===== src/design/rpfl_pkg.sv =====
// ----------------------------------------------------------------------------
// rpfl_pkg
// Shared types, codes and sizes of the random page free-list allocator.
// ----------------------------------------------------------------------------
package rpfl_pkg;

    localparam int PAGE_SLOTS = 256;
    localparam int LOG_DEPTH  = 512;
    localparam int SLOT_W     = $clog2(PAGE_SLOTS);
    localparam int LINK_W     = SLOT_W + 1;
    localparam int LOG_W      = $clog2(LOG_DEPTH);
    localparam int PN_W       = 20;
    localparam int RAND_W     = 31;
    localparam int AGE_W      = 9;

    localparam logic [LINK_W-1:0] NO_SLOT = LINK_W'(PAGE_SLOTS);

    localparam logic [1:0] OP_FREE  = 2'd0;
    localparam logic [1:0] OP_ALLOC = 2'd1;
    localparam logic [1:0] OP_READ  = 2'd2;
    localparam logic [1:0] OP_NOP   = 2'd3;

    localparam logic [1:0] ST_OK      = 2'd0;
    localparam logic [1:0] ST_BAD     = 2'd1;
    localparam logic [1:0] ST_NOPAGE  = 2'd2;
    localparam logic [1:0] ST_NOLOG   = 2'd3;

    localparam logic CFG_HEAP_START = 1'b0;
    localparam logic CFG_MEM_TOP    = 1'b1;

    typedef struct packed {
        logic [1:0]        op;
        logic [31:0]       page_address;
        logic [RAND_W-1:0] rand_value;
        logic [AGE_W-1:0]  log_age;
    } in_item_t;

    typedef struct packed {
        logic [1:0]  status;
        logic [31:0] result_address;
        logic [8:0]  free_pages;
    } out_item_t;

    // Controller to datapath.
    typedef struct packed {
        logic load;        // capture input item, start
        logic mod_step;    // one restoring-division step
        logic walk_step;   // advance one link
        logic fetch;       // issue reads of current slot
        logic commit;      // apply the update and build the result
    } cmd_t;

    // Datapath to controller.
    typedef struct packed {
        logic mod_done;
        logic walk_done;
        logic is_alloc;
        logic alloc_ok;
    } sts_t;

endpackage


===== src/design/rpfl_ctrl.sv =====
// ----------------------------------------------------------------------------
// rpfl_ctrl
// Sequencer: load, divide, walk the list, fetch, commit, deliver.
// ----------------------------------------------------------------------------
module rpfl_ctrl (
    input  logic          aclk,
    input  logic          aresetn,
    input  logic          s_valid,
    output logic          s_ready,
    output logic          m_valid,
    input  logic          m_ready,
    input  rpfl_pkg::sts_t sts,
    output rpfl_pkg::cmd_t cmd
);
    import rpfl_pkg::*;

    typedef enum logic [5:0] {
        S_IDLE  = 6'b000001,
        S_MOD   = 6'b000010,
        S_WALK  = 6'b000100,
        S_FETCH = 6'b001000,
        S_COMIT = 6'b010000,
        S_OUT   = 6'b100000
    } state_t;

    state_t state_reg, state_next;

    assign s_ready = (state_reg == S_IDLE);
    assign m_valid = (state_reg == S_OUT);

    always_comb begin
        state_next = state_reg;
        cmd = '0;
        case (state_reg)
            S_IDLE: begin
                if (s_valid) begin
                    cmd.load = 1'b1;
                    state_next = S_MOD;
                end
            end
            S_MOD: begin
                if (!sts.is_alloc || !sts.alloc_ok) begin
                    state_next = S_FETCH;
                end else if (sts.mod_done) begin
                    state_next = S_WALK;
                end else begin
                    cmd.mod_step = 1'b1;
                end
            end
            S_WALK: begin
                if (sts.walk_done) begin
                    state_next = S_FETCH;
                end else begin
                    cmd.walk_step = 1'b1;
                end
            end
            S_FETCH: begin
                cmd.fetch = 1'b1;
                state_next = S_COMIT;
            end
            S_COMIT: begin
                cmd.commit = 1'b1;
                state_next = S_OUT;
            end
            S_OUT: begin
                if (m_ready) begin
                    state_next = S_IDLE;
                end
            end
            default: state_next = S_IDLE;
        endcase
    end

    always_ff @(posedge aclk) begin
        if (!aresetn) begin
            state_reg <= S_IDLE;
        end else begin
            state_reg <= state_next;
        end
    end

endmodule


===== config.mk =====
export PLATFORM = sky130hd
export DESIGN_NAME = rpfl_ctrl
export DESIGN_NICKNAME = d
export VERILOG_FILES = /design/src/design/rpfl_pkg.sv /design/src/design/rpfl_ctrl.sv
export SDC_FILE = /design/constraint.sdc
export NUM_CORES = 1
export LEC_CHECK = 0
export BUFFER_PORTS_ARGS = -buffer_cell sky130_fd_sc_hd__buf_2
export CORE_AREA = 2 2 39 41
export DETAILED_ROUTE_END_ITERATION = 7
export DIE_AREA = 0 0 41 43
export GPL_ROUTABILITY_DRIVEN = 0
export GPL_TIMING_DRIVEN = 0
export SYNTH_ARGS = -nofsm -noshare
export SYNTH_HDL_FRONTEND = slang
export SYNTH_SLANG_ARGS = --single-unit

===== constraint.sdc =====
create_clock -name aclk -period 1.8 [get_ports aclk]
set_clock_uncertainty 0.2 [all_clocks]
set_input_delay 0.45 -clock aclk [delete_from_list [all_inputs] [get_ports aclk]]
set_output_delay 0.45 -clock aclk [all_outputs]
set_load 0.005 [all_outputs]

Word-level counts from Yosys, hierarchy flattened
Index checks and enable logic that the tools add are counted.
{"block": "op_classes", "n_eq_ne": 10, "muxes": 15, "n_reduce_logical": 4}
{"cell": "one-hot mux 6 bit (6 select lines)", "count": 1}
{"cell": "two-way mux 6 bit", "count": 5}
{"cell": "two-way mux 1 bit", "count": 9}
{"cell": "== test 6 x 1 -> 1 bit, second input constant", "count": 1}
{"cell": "== test 6 x 2 -> 1 bit, second input constant", "count": 1}
{"cell": "== test 6 x 3 -> 1 bit, second input constant", "count": 1}
{"cell": "== test 6 x 4 -> 1 bit, second input constant", "count": 1}
{"cell": "== test 6 x 5 -> 1 bit, second input constant", "count": 1}
{"cell": "== test 6 bit, second input constant", "count": 1}
{"cell": "!= test 2 bit, second input constant", "count": 2}
{"cell": "AND reduction 4 bit", "count": 1}
{"cell": "!= test 3 bit, second input constant", "count": 1}
{"cell": "zero test 1 bit", "count": 2}
{"cell": "!= test 2 x 1 -> 1 bit, second input constant", "count": 1}
{"cell": "logical OR 1 bit", "count": 1}
{"block": "totals", "regBits": 6, "word_cells": 30}

Longest topological paths before layout
Gate-level depths: netlist (run 1).
{"block": "logic_depth", "depth_word": 4, "ltp_mapped": 5, "ltp_nobuf": 4}

Worst setup path after synthesis (run 1)
OpenSTA, ideal clock, no wires.
{"block": "synth_path", "path_kind": "register -> output", "from": "register state_reg[3]", "to": "output cmd[4] in the netlist's numbering", "t_arrival_ps": 926, "path_slack_ps": 224, "path_stages_with_launch": 4, "path_buffers": 0, "cell_sequence": "dfxtp_1 nor3_2 and3_1 and2_4"}
{"item": "from (decl)", "line": "rpfl_ctrl.sv:26", "source": "state_t state_reg, state_next;"}
{"item": "from (signal assigned)", "line": "rpfl_ctrl.sv:78", "source": "state_reg <= state_next;"}
{"item": "to (decl)", "line": "rpfl_ctrl.sv:13", "source": "output rpfl_pkg::cmd_t cmd"}

==> results of run 1 <==
==> Yosys cell counts (2+ instances only) <==
master    n
nand3b_1  4
nor3_2    2
nor2_1    5
nor3b_2   2
o21ai_0   2
o211ai_1  2
dfxtp_1   6
nor3b_1   4
a21oi_1   4
==> per-stage QoR <==
stage | setup slack (ns) | TNS [ns] | utilization | instances | hold slack [ns]
2_1_floorplan | 0.224 | 0 | - | 49 | 0.282
3_3_place_gp | -0.00289 | -0.00289 | 0.373 | 79 | 0.331
3_5_place_dp | 0.0238 | 0 | 0.373 | 79 | 0.334
4_1_cts | -0.101 | -0.376 | 0.473 | 91 | 0.241
5_1_grt | -0.219 | -0.993 | 0.513 | 93 | 0.241
6_report | -0.124 | -0.473 | 0.513 | 93 | 0.245
==> layout make-up <==
type                            instances  share of cell area
Timing Repair Buffer                   27               0.273
Sequential cell                         6               0.194
Tap cell                               16              0.0282
Multi-Input combinational cell         41               0.473
Clock buffer                            3              0.0317
==> power by group <==
group / switching (mW) / total (mW) / internal (mW)
clock network: 0.0465 / 0.122 / 0.0753
registers: 0.0172 / 0.156 / 0.139
logic: 0.0454 / 0.127 / 0.0816
==> final timing paths <==
path	slack, ns	startpoint	end	depth (start not counted)
max	-0.12	state_reg[4]	cmd[3]	4
min	0.24	aresetn	state_reg[0]	2
max reg2reg	0.12	state_reg[1]	state_reg[0]	6
min reg2reg	0.34	state_reg[3]	state_reg[5]	1
==> metal layers <==
layer | wire, um | up-vias | global-route usage
li1 | - | 240 | -
met1 | 492 | 226 | 0.190
met2 | 579 | 20 | 0.203
met3 | 70 | 0 | 0.0628
met4 | 0 | 0 | 0.0600
met5 | 0 | - | 0
==> cells by family after synthesis <==
family,after synthesis,synth area share
AOI/OAI and AO/OA,13,0.199
xor gates and xnor gates,1,0.0205
buffers and inverters,2,0.0381
DFF,6,0.282
and+or+nand+nor,27,0.460
==> worst max-delay path, delay by kind of cell, from the launching register on <==
kind	cells	cell delay [ns]
flops	1	0.35
buf+inv	1	0.14
simple gates	3	0.55
==> repair_timing <==
item	in CTS	in global routing
setup endpoints to repair	7	8
buffers inserted	10	5
hold endpoints to repair	0	0
pin swaps	6	8
resized for setup	13	12
==> metrics, run 1 <==
outcome complete, but fails checks; failing checks setup timing; clock transition at the registers of the reported paths about 0.04 ns; drt drc 0; final hold vios 0; Starting Density 0.308; Die ar. 1760 sq um; antenna violations before repair 0; worst-skew pair later-pin latency around 0.24 ns; GRT overflow 0; CP endpoint kind output pin; core footprint between 1000 and 1500 sq um; area share of the largest cell type after synthesis 0.282; per-cell routed wire length 12.3 um; Mapped Area 427 sq um; global-route wire length before repair around 1.7 mm; crit path kind flop to output pin; n_diodes 0; Yosys warning total 0; synth-to-layout area growth 66.3%; syn_area_per_cell 8.71 sq um; Die W ~40 um; Sink Count 6; initial DRC count 14; vias in the first global route between 300 and 400; most frequent cells in the layout buf_2, buf_4, buf_6; clock buffer count from CTS 3; Worst EP arrival ~1.3 ns; worst-path maximum fanout 3; FP Rows 14; Slew Viols, Final 0; Power Density ~570 nW/um^2; flops & latches, synth 6; post-synthesis cell count 49; Vias/cell between 5 and 6; Final Worst Setup Slack -0.124 ns; worst-margin pin slew between 0.2 and 0.25 ns; Final min period 1.92 ns; count of unique library cells instantiated by Yosys 27; Total Routing Usage GR 0.145; port buffer count 14; wirelength, routed between 1 and 1.5 mm; number of max-cap violations 0; fraction of registers with async set/reset 0; relative slew slack 0.834; Hold Path Class input port to flop; vias about 490; hold buffers post-CTS 0; largest net degree at the start of global routing 10; Critical Path Source Type flop; slowest CP cell dfxtp_4; io pins 15; post-synthesis sequential area ratio 0.282; top cells by area, synth dfxtp_1, nand3b_1, nor3b_1, nor3b_2, a21oi_1; FILL cells 139; RSZ-0062 raised after global routing true; period utilization 1.07; final setup fails 6; EDFF count, synth 0; Nets 87; Detailed Place HPWL 700 um; clock tree buffer depth 2; Critical Path Max Stage Delay approximately 0.35 ns; TritonRoute pass-1 iters 4; Max IR drop VDD ~0.36 mV; htree depth 1; max reg flops 6; Seq. cell area between 100 and 150 sq um; final instance area roughly 710 sq um; root buffer cell clkbuf_4; Cell Area, Placed about 520 sq um; CTS tree built; total power around 400 uW; Fmax 520 MHz; Pleak 0.310 nW; area leader, netlist dfxtp_1; Syn Nets 57; Synth Flop Type dfxtp_1; required time worst endpoint ~1.2 ns; Final ANT Viol Nets 0; chip height roughly 43 um; CP cell instances nor3_4 -> nand2b_1 -> nor3b_2 -> buf_2; area of the multi-input gates roughly 340 sq um; layout cells sized above 1 0.636
No activity file was read; power rests on OpenSTA's default activity.
==> inputs of run 2 (changes only) <==
--- a/config.mk
+++ b/config.mk
@@ -7,6 +7,7 @@
 export LEC_CHECK = 0
 export BUFFER_PORTS_ARGS = -buffer_cell sky130_fd_sc_hd__buf_2
 export CORE_AREA = 2 2 39 41
+export CTS_BUF_LIST = sky130_fd_sc_hd__clkbuf_8
 export DETAILED_ROUTE_END_ITERATION = 7
 export DIE_AREA = 0 0 41 43
 export GPL_ROUTABILITY_DRIVEN = 0
==> run 2 against run 1 <==
  * Largest power group is now the clock network
  * Register-to-register slack gained 0.03 ns
  * Sequential cell count unchanged
  * Critical endpoint unchanged
  * Wire length shrank 1.9%
  * The run still ends with setup timing left
==> metrics, run 2 (synthesized netlist as in run 1, its figures left out) <==
Final ANT Viol Nets 0 (unchanged); max reg flops 6 (unchanged); Pleak 0.298 nW (-4.1%); GRT busiest layer met2; CP endpoint kind output pin; final setup fails 4 (-2); CP cell instances nor3_4 -> nand2b_1 -> nor3b_2 -> buf_2; Final min period 1.88 ns (-0.0462 ns); FP Rows 14 (unchanged); Detailed Place HPWL 700 um (unchanged); Die ar. 1760 sq um (unchanged); total power 456 uW (+13%); Core Util, Final 0.498 (-0.0145); Seq. cell area 140 sq um (+1.8%); worst-path maximum fanout 3 (unchanged); Critical Path Source Type flop; Sink Count 6 (unchanged); largest net degree at the start of global routing 10 (unchanged); clock tree buffer depth 2 (unchanged); commonest non-fill, non-tap cell in the layout buf_2; n_diodes 0 (unchanged); clock transition at the registers of the reported paths 0.03 ns (about the same); Total Routing Usage GR 0.132 (-0.0131); htree depth 1 (unchanged); Fmax 533 MHz (+2.5%); synth-to-layout area growth 61.6%; vias in the first global route 375 (-3.1%); global-route wire length before repair 1.56 mm (-6.6%); worst-margin pin slew 0.251 ns (+0.00182 ns); chip height 43 um (unchanged); Nets 84 (-3.4%); Slew Viols, Final 0 (unchanged); GRT overflow 0 (unchanged); drt drc 0 (unchanged); antenna violations before repair 0 (unchanged); Power Density 662 nW/um^2 (+16%); crit path kind flop to output pin; Vias/cell 5.12 (-2.0%); clock buffer count from CTS 3 (unchanged); vias 461 (-5.1%); setup TNS -0.193 ns (+0.280 ns); met1 Track Usage GR 0.170 (-0.0196); TritonRoute pass-1 iters 4 (unchanged); io pins 15 (unchanged); Hold Path Class input port to flop; most frequent cells in the layout buf_2, buf_4, dfxtp_4; layout cells sized above 1 0.608 (-0.0283); FF-to-FF setup slack 0.15 ns (+0.03 ns); Die W 41 um (unchanged); outcome complete, but fails checks; met3 Track Usage GR 0.0628 (unchanged); failing checks setup timing; area of the multi-input gates 333 sq um (-0.75%); final hold vios 0 (unchanged); root buffer cell clkbuf_8; CTS tree built; wirelength, routed 1.12 mm (-1.9%); Final Worst Setup Slack -0.0773 ns (+0.0462 ns); period utilization 1.04 (-0.0257); Starting Density 0.308 (unchanged); worst-skew pair later-pin latency 0.22 ns (-0.02 ns); slowest CP cell dfxtp_4; Critical Path Max Stage Delay 0.34 ns (about the same); core footprint 1380 sq um (unchanged); initial DRC count 2 (-12); port buffer count 14 (unchanged); Max IR drop VDD 0.663 mV (+82%); required time worst endpoint 1.15 ns (about the same); number of max-cap violations 0 (unchanged); relative slew slack 0.832 (-0.00122); per-cell routed wire length 12.4 um (+1.3%); FILL cells 141 (+1.4%); Worst EP arrival 1.23 ns (-0.04 ns); hold buffers post-CTS 0 (unchanged); RSZ-0062 raised after global routing true; M2 GR Usage 0.191 (-0.0125)
run 2: changes by cell type in the layout (fill, tap and decap cells not counted), sizes merged:
cell  delta
buf      -3
run 2: area by class of cell:
class / instances / share of cell area
multi-input combinational: 41 / 0.483
timing repair buffer: 24 / 0.225
sequential: 6 / 0.203
clock buffer: 3 / 0.0599
tap: 16 / 0.0290
run 2: final timing paths:
check                from           end  depth (start not counted)
max reg2reg  state_reg[2]  state_reg[0]                          6
min               aresetn  state_reg[0]                          2
max          state_reg[4]        cmd[3]                          4
min reg2reg  state_reg[3]  state_reg[5]                          1
run 2: power breakdown:
group | leakage, nW | switching, mW | total (mW) | internal, mW
logic | 0.224 | 0.0436 | 0.109 | 0.0658
registers | 0.0526 | 0.0155 | 0.154 | 0.138
clock network | 0.0216 | 0.0503 | 0.193 | 0.143
total | 0.298 | 0.109 | 0.456 | 0.347
run 2: worst max-delay path, delay by kind of cell, from the launching register on:
kind	cells	cell delay [ns]
flops	1	0.34
simple gates	3	0.54
buf+inv	1	0.14
run 2: timing repair:
action,in CTS,in global routing
resized for setup,11,11
buffers inserted,7,4
endpoints found under the setup margin,7,8
cloned,0,0
pin swaps,3,7
run 2: metrics by stage:
step                      instances  setup WS (ns)  hold WS, ns  cell area [sq um]
after detailed placement         79         0.0238        0.334                517
after global placement           79       -0.00289        0.331                517
after floorplan                  49          0.224        0.282                427
after global routing             90         -0.158        0.286                689
final                            90        -0.0773        0.269                689
after CTS                        88         -0.102        0.270                642
run 2: per-layer routing:
layer / vias to the layer above / wire, um
li1: 236 / -
met1: 208 / 486
met2: 17 / 569
met3: 0 / 65
met4: 0 / 0
met5: - / 0
==> inputs of run 3 (changes only) <==
--- a/config.mk
+++ b/config.mk
@@ -5,13 +5,14 @@
 export SDC_FILE = /design/constraint.sdc
 export NUM_CORES = 1
 export LEC_CHECK = 0
-export BUFFER_PORTS_ARGS = -buffer_cell sky130_fd_sc_hd__buf_2
 export CORE_AREA = 2 2 39 41
 export CTS_BUF_LIST = sky130_fd_sc_hd__clkbuf_8
 export DETAILED_ROUTE_END_ITERATION = 7
 export DIE_AREA = 0 0 41 43
+export DONT_BUFFER_PORTS = 1
 export GPL_ROUTABILITY_DRIVEN = 0
 export GPL_TIMING_DRIVEN = 0
+export RECOVER_POWER = 25
 export SYNTH_ARGS = -nofsm -noshare
 export SYNTH_HDL_FRONTEND = slang
 export SYNTH_SLANG_ARGS = --single-unit
==> run 3 against run 2 <==
  * The flow still finishes with violations (setup timing)
  * Setup slack improved by 0.064 ns
  * Worst hold slack got worse by 0.15 ns
  * Non-clock buffer count fell by 18
  * Wire length fell by 13%
  * Register-to-register slack improved by 0.02 ns
  * Core utilization fell by 8.7 points
  * Largest power group unchanged
  * Die area did not move
  * Sequential cell count did not move
  * First-iteration DRC count rose to 6.0 times the previous value
==> metrics, run 3 (synthesized netlist as in run 1, its figures left out) <==
worst-path maximum fanout 3 (unchanged); most frequent cells in the layout buf_4, nand3b_1, a21oi_1; Pleak 0.219 nW (-26%); initial DRC count 12 (+10); n_diodes 0 (unchanged); largest net degree at the start of global routing 10 (unchanged); number of max-cap violations 0 (unchanged); WHS 0.117 ns (-0.152 ns); commonest non-fill, non-tap cell in the layout buf_4; drt drc 0 (unchanged); Final Worst Setup Slack -0.0133 ns (+0.0640 ns); internal power 334 uW (-3.7%); TritonRoute pass-1 iters 4 (unchanged); Die W 41 um (unchanged); hold buffers post-CTS 0 (unchanged); Vias/cell 5.49 (+7.1%); wirelength, routed 972 um (-13%); clock transition at the registers of the reported paths 0.03 ns (about the same); period utilization 1.01 (-0.0356); GRT overflow 0 (unchanged); Final min period 1.81 ns (-0.0640 ns); clock buffer count from CTS 3 (unchanged); global-route wire length before repair 1.42 mm (-8.9%); Slew Viols, Final 0 (unchanged); combinational power share 0.194 (-0.046); chip height 43 um (unchanged); root buffer cell clkbuf_8; dpl ws 0.114 ns (+0.0904 ns); Worst EP arrival 1.16 ns (-0.07 ns); sequential power share 0.342 (+0.005); Clk pwr share 0.464 (+0.041); Final ANT Viol Nets 0 (unchanged); Starting Density 0.308 (unchanged); Die ar. 1760 sq um (unchanged); failing checks setup timing; io pins 15 (unchanged); Nets 66 (-21%); total power 447 uW (-2.1%); Power Density 785 nW/um^2 (+19%); Critical Path Source Type flop; Max IR drop VDD 0.450 mV (-32%); worst-skew pair later-pin latency 0.23 ns (about the same); antenna violations before repair 0 (unchanged); vias in the first global route 338 (-9.9%); per-cell routed wire length 13.5 um (+8.5%); final setup fails 1 (-3); Hold Path Class input port to flop; worst-margin pin slew 0.310 ns (+0.0594 ns); port buffer count 0 (-14); core footprint 1380 sq um (unchanged); Total Routing Usage GR 0.124 (-0.00807); Sink Count 6 (unchanged); CP endpoint kind output pin; final hold vios 0 (unchanged); required time worst endpoint 1.15 ns (about the same); outcome complete, but fails checks; max reg flops 6 (unchanged); relative slew slack 0.792 (-0.0400); synth-to-layout area growth 33.4%; crit path kind flop to output pin; RSZ-0062 raised after global routing true; clock tree buffer depth 2 (unchanged); CTS tree built; Fmax 551 MHz (+3.5%); Detailed Place HPWL 679 um (-2.9%); Sw Pwr 112 uW (+2.7%); htree depth 1 (unchanged); FP Rows 14 (unchanged); layout cells sized above 1 0.429 (-0.180); vias 395 (-14%); Switching Share 0.252 (+0.0120)
## run 3: cell count changes in the layout (fill, tap and decap cells not counted), moves of 2 or more
cell and delta:
buf_2 -13, buf_4 -4, dfxtp_4 -3, dfxtp_1 +2
## run 3: area by class of cell
| type | count | area [sq um] |
|---|---|---|
| plain buffers | 1 | 11.3 |
| clock buffers | 3 | 41.3 |
| fillers | 142 | 815 |
| multi-input cells | 41 | 329 |
| flip-flops and latches | 6 | 130 |
| well taps | 16 | 20.0 |
| repair buffers | 5 | 37.5 |
## run 3: through the flow
step | util | instances | setup TNS [ns] | area [sq um]
finish | 0.411 | 72 | -0.0133 | 569
global route | 0.411 | 72 | -0.205 | 569
CTS | 0.406 | 72 | -0.00682 | 562
detailed placement | 0.323 | 65 | 0 | 447
global placement | 0.323 | 65 | 0 | 447
floorplan | - | 49 | 0 | 427
## run 3: worst max-delay path, cell delays in order (launching register included)
cell     delay (ns)
dfxtp_4        0.35
nor3_4         0.23
and3_4         0.22
and2_4         0.14
## run 3: path summary, 6_finish.rpt
kind | startpoint | cells after the start | slack, ns | end
worst min register to register | state_reg[3] | 1 | 0.38 | state_reg[5]
worst max register to register | state_reg[5] | 6 | 0.17 | state_reg[0]
worst max-delay path | state_reg[5] | 3 | -0.01 | cmd[4]
worst min-delay path | aresetn | 1 | 0.12 | state_reg[0]
## run 3: per-layer routing
layer,wire length (um),GRT usage
met3,86,0.0785
met4,0,0.0400
met2,441,0.159
met1,444,0.167
met5,0,0
## run 3: power groups by stage
stage | combinational (mW) | clock [mW] | sequential, mW
2_1_floorplan | 0.0635 | 0 | 0.150
4_1_cts | 0.0852 | 0.214 | 0.152
3_3_place_gp | 0.0718 | 0 | 0.152
6_report | 0.0866 | 0.207 | 0.153
3_5_place_dp | 0.0727 | 0 | 0.152
5_1_grt | 0.0942 | 0.227 | 0.155
## run 3: what timing repair did
| item | in CTS | in global routing |
|---|---|---|
| gates cloned | 0 | 0 |
| endpoints found under the setup margin | 6 | 5 |
| buffers inserted | 5 | 0 |
| pin swaps | 4 | 2 |
| gates resized for setup | 12 | 2 |
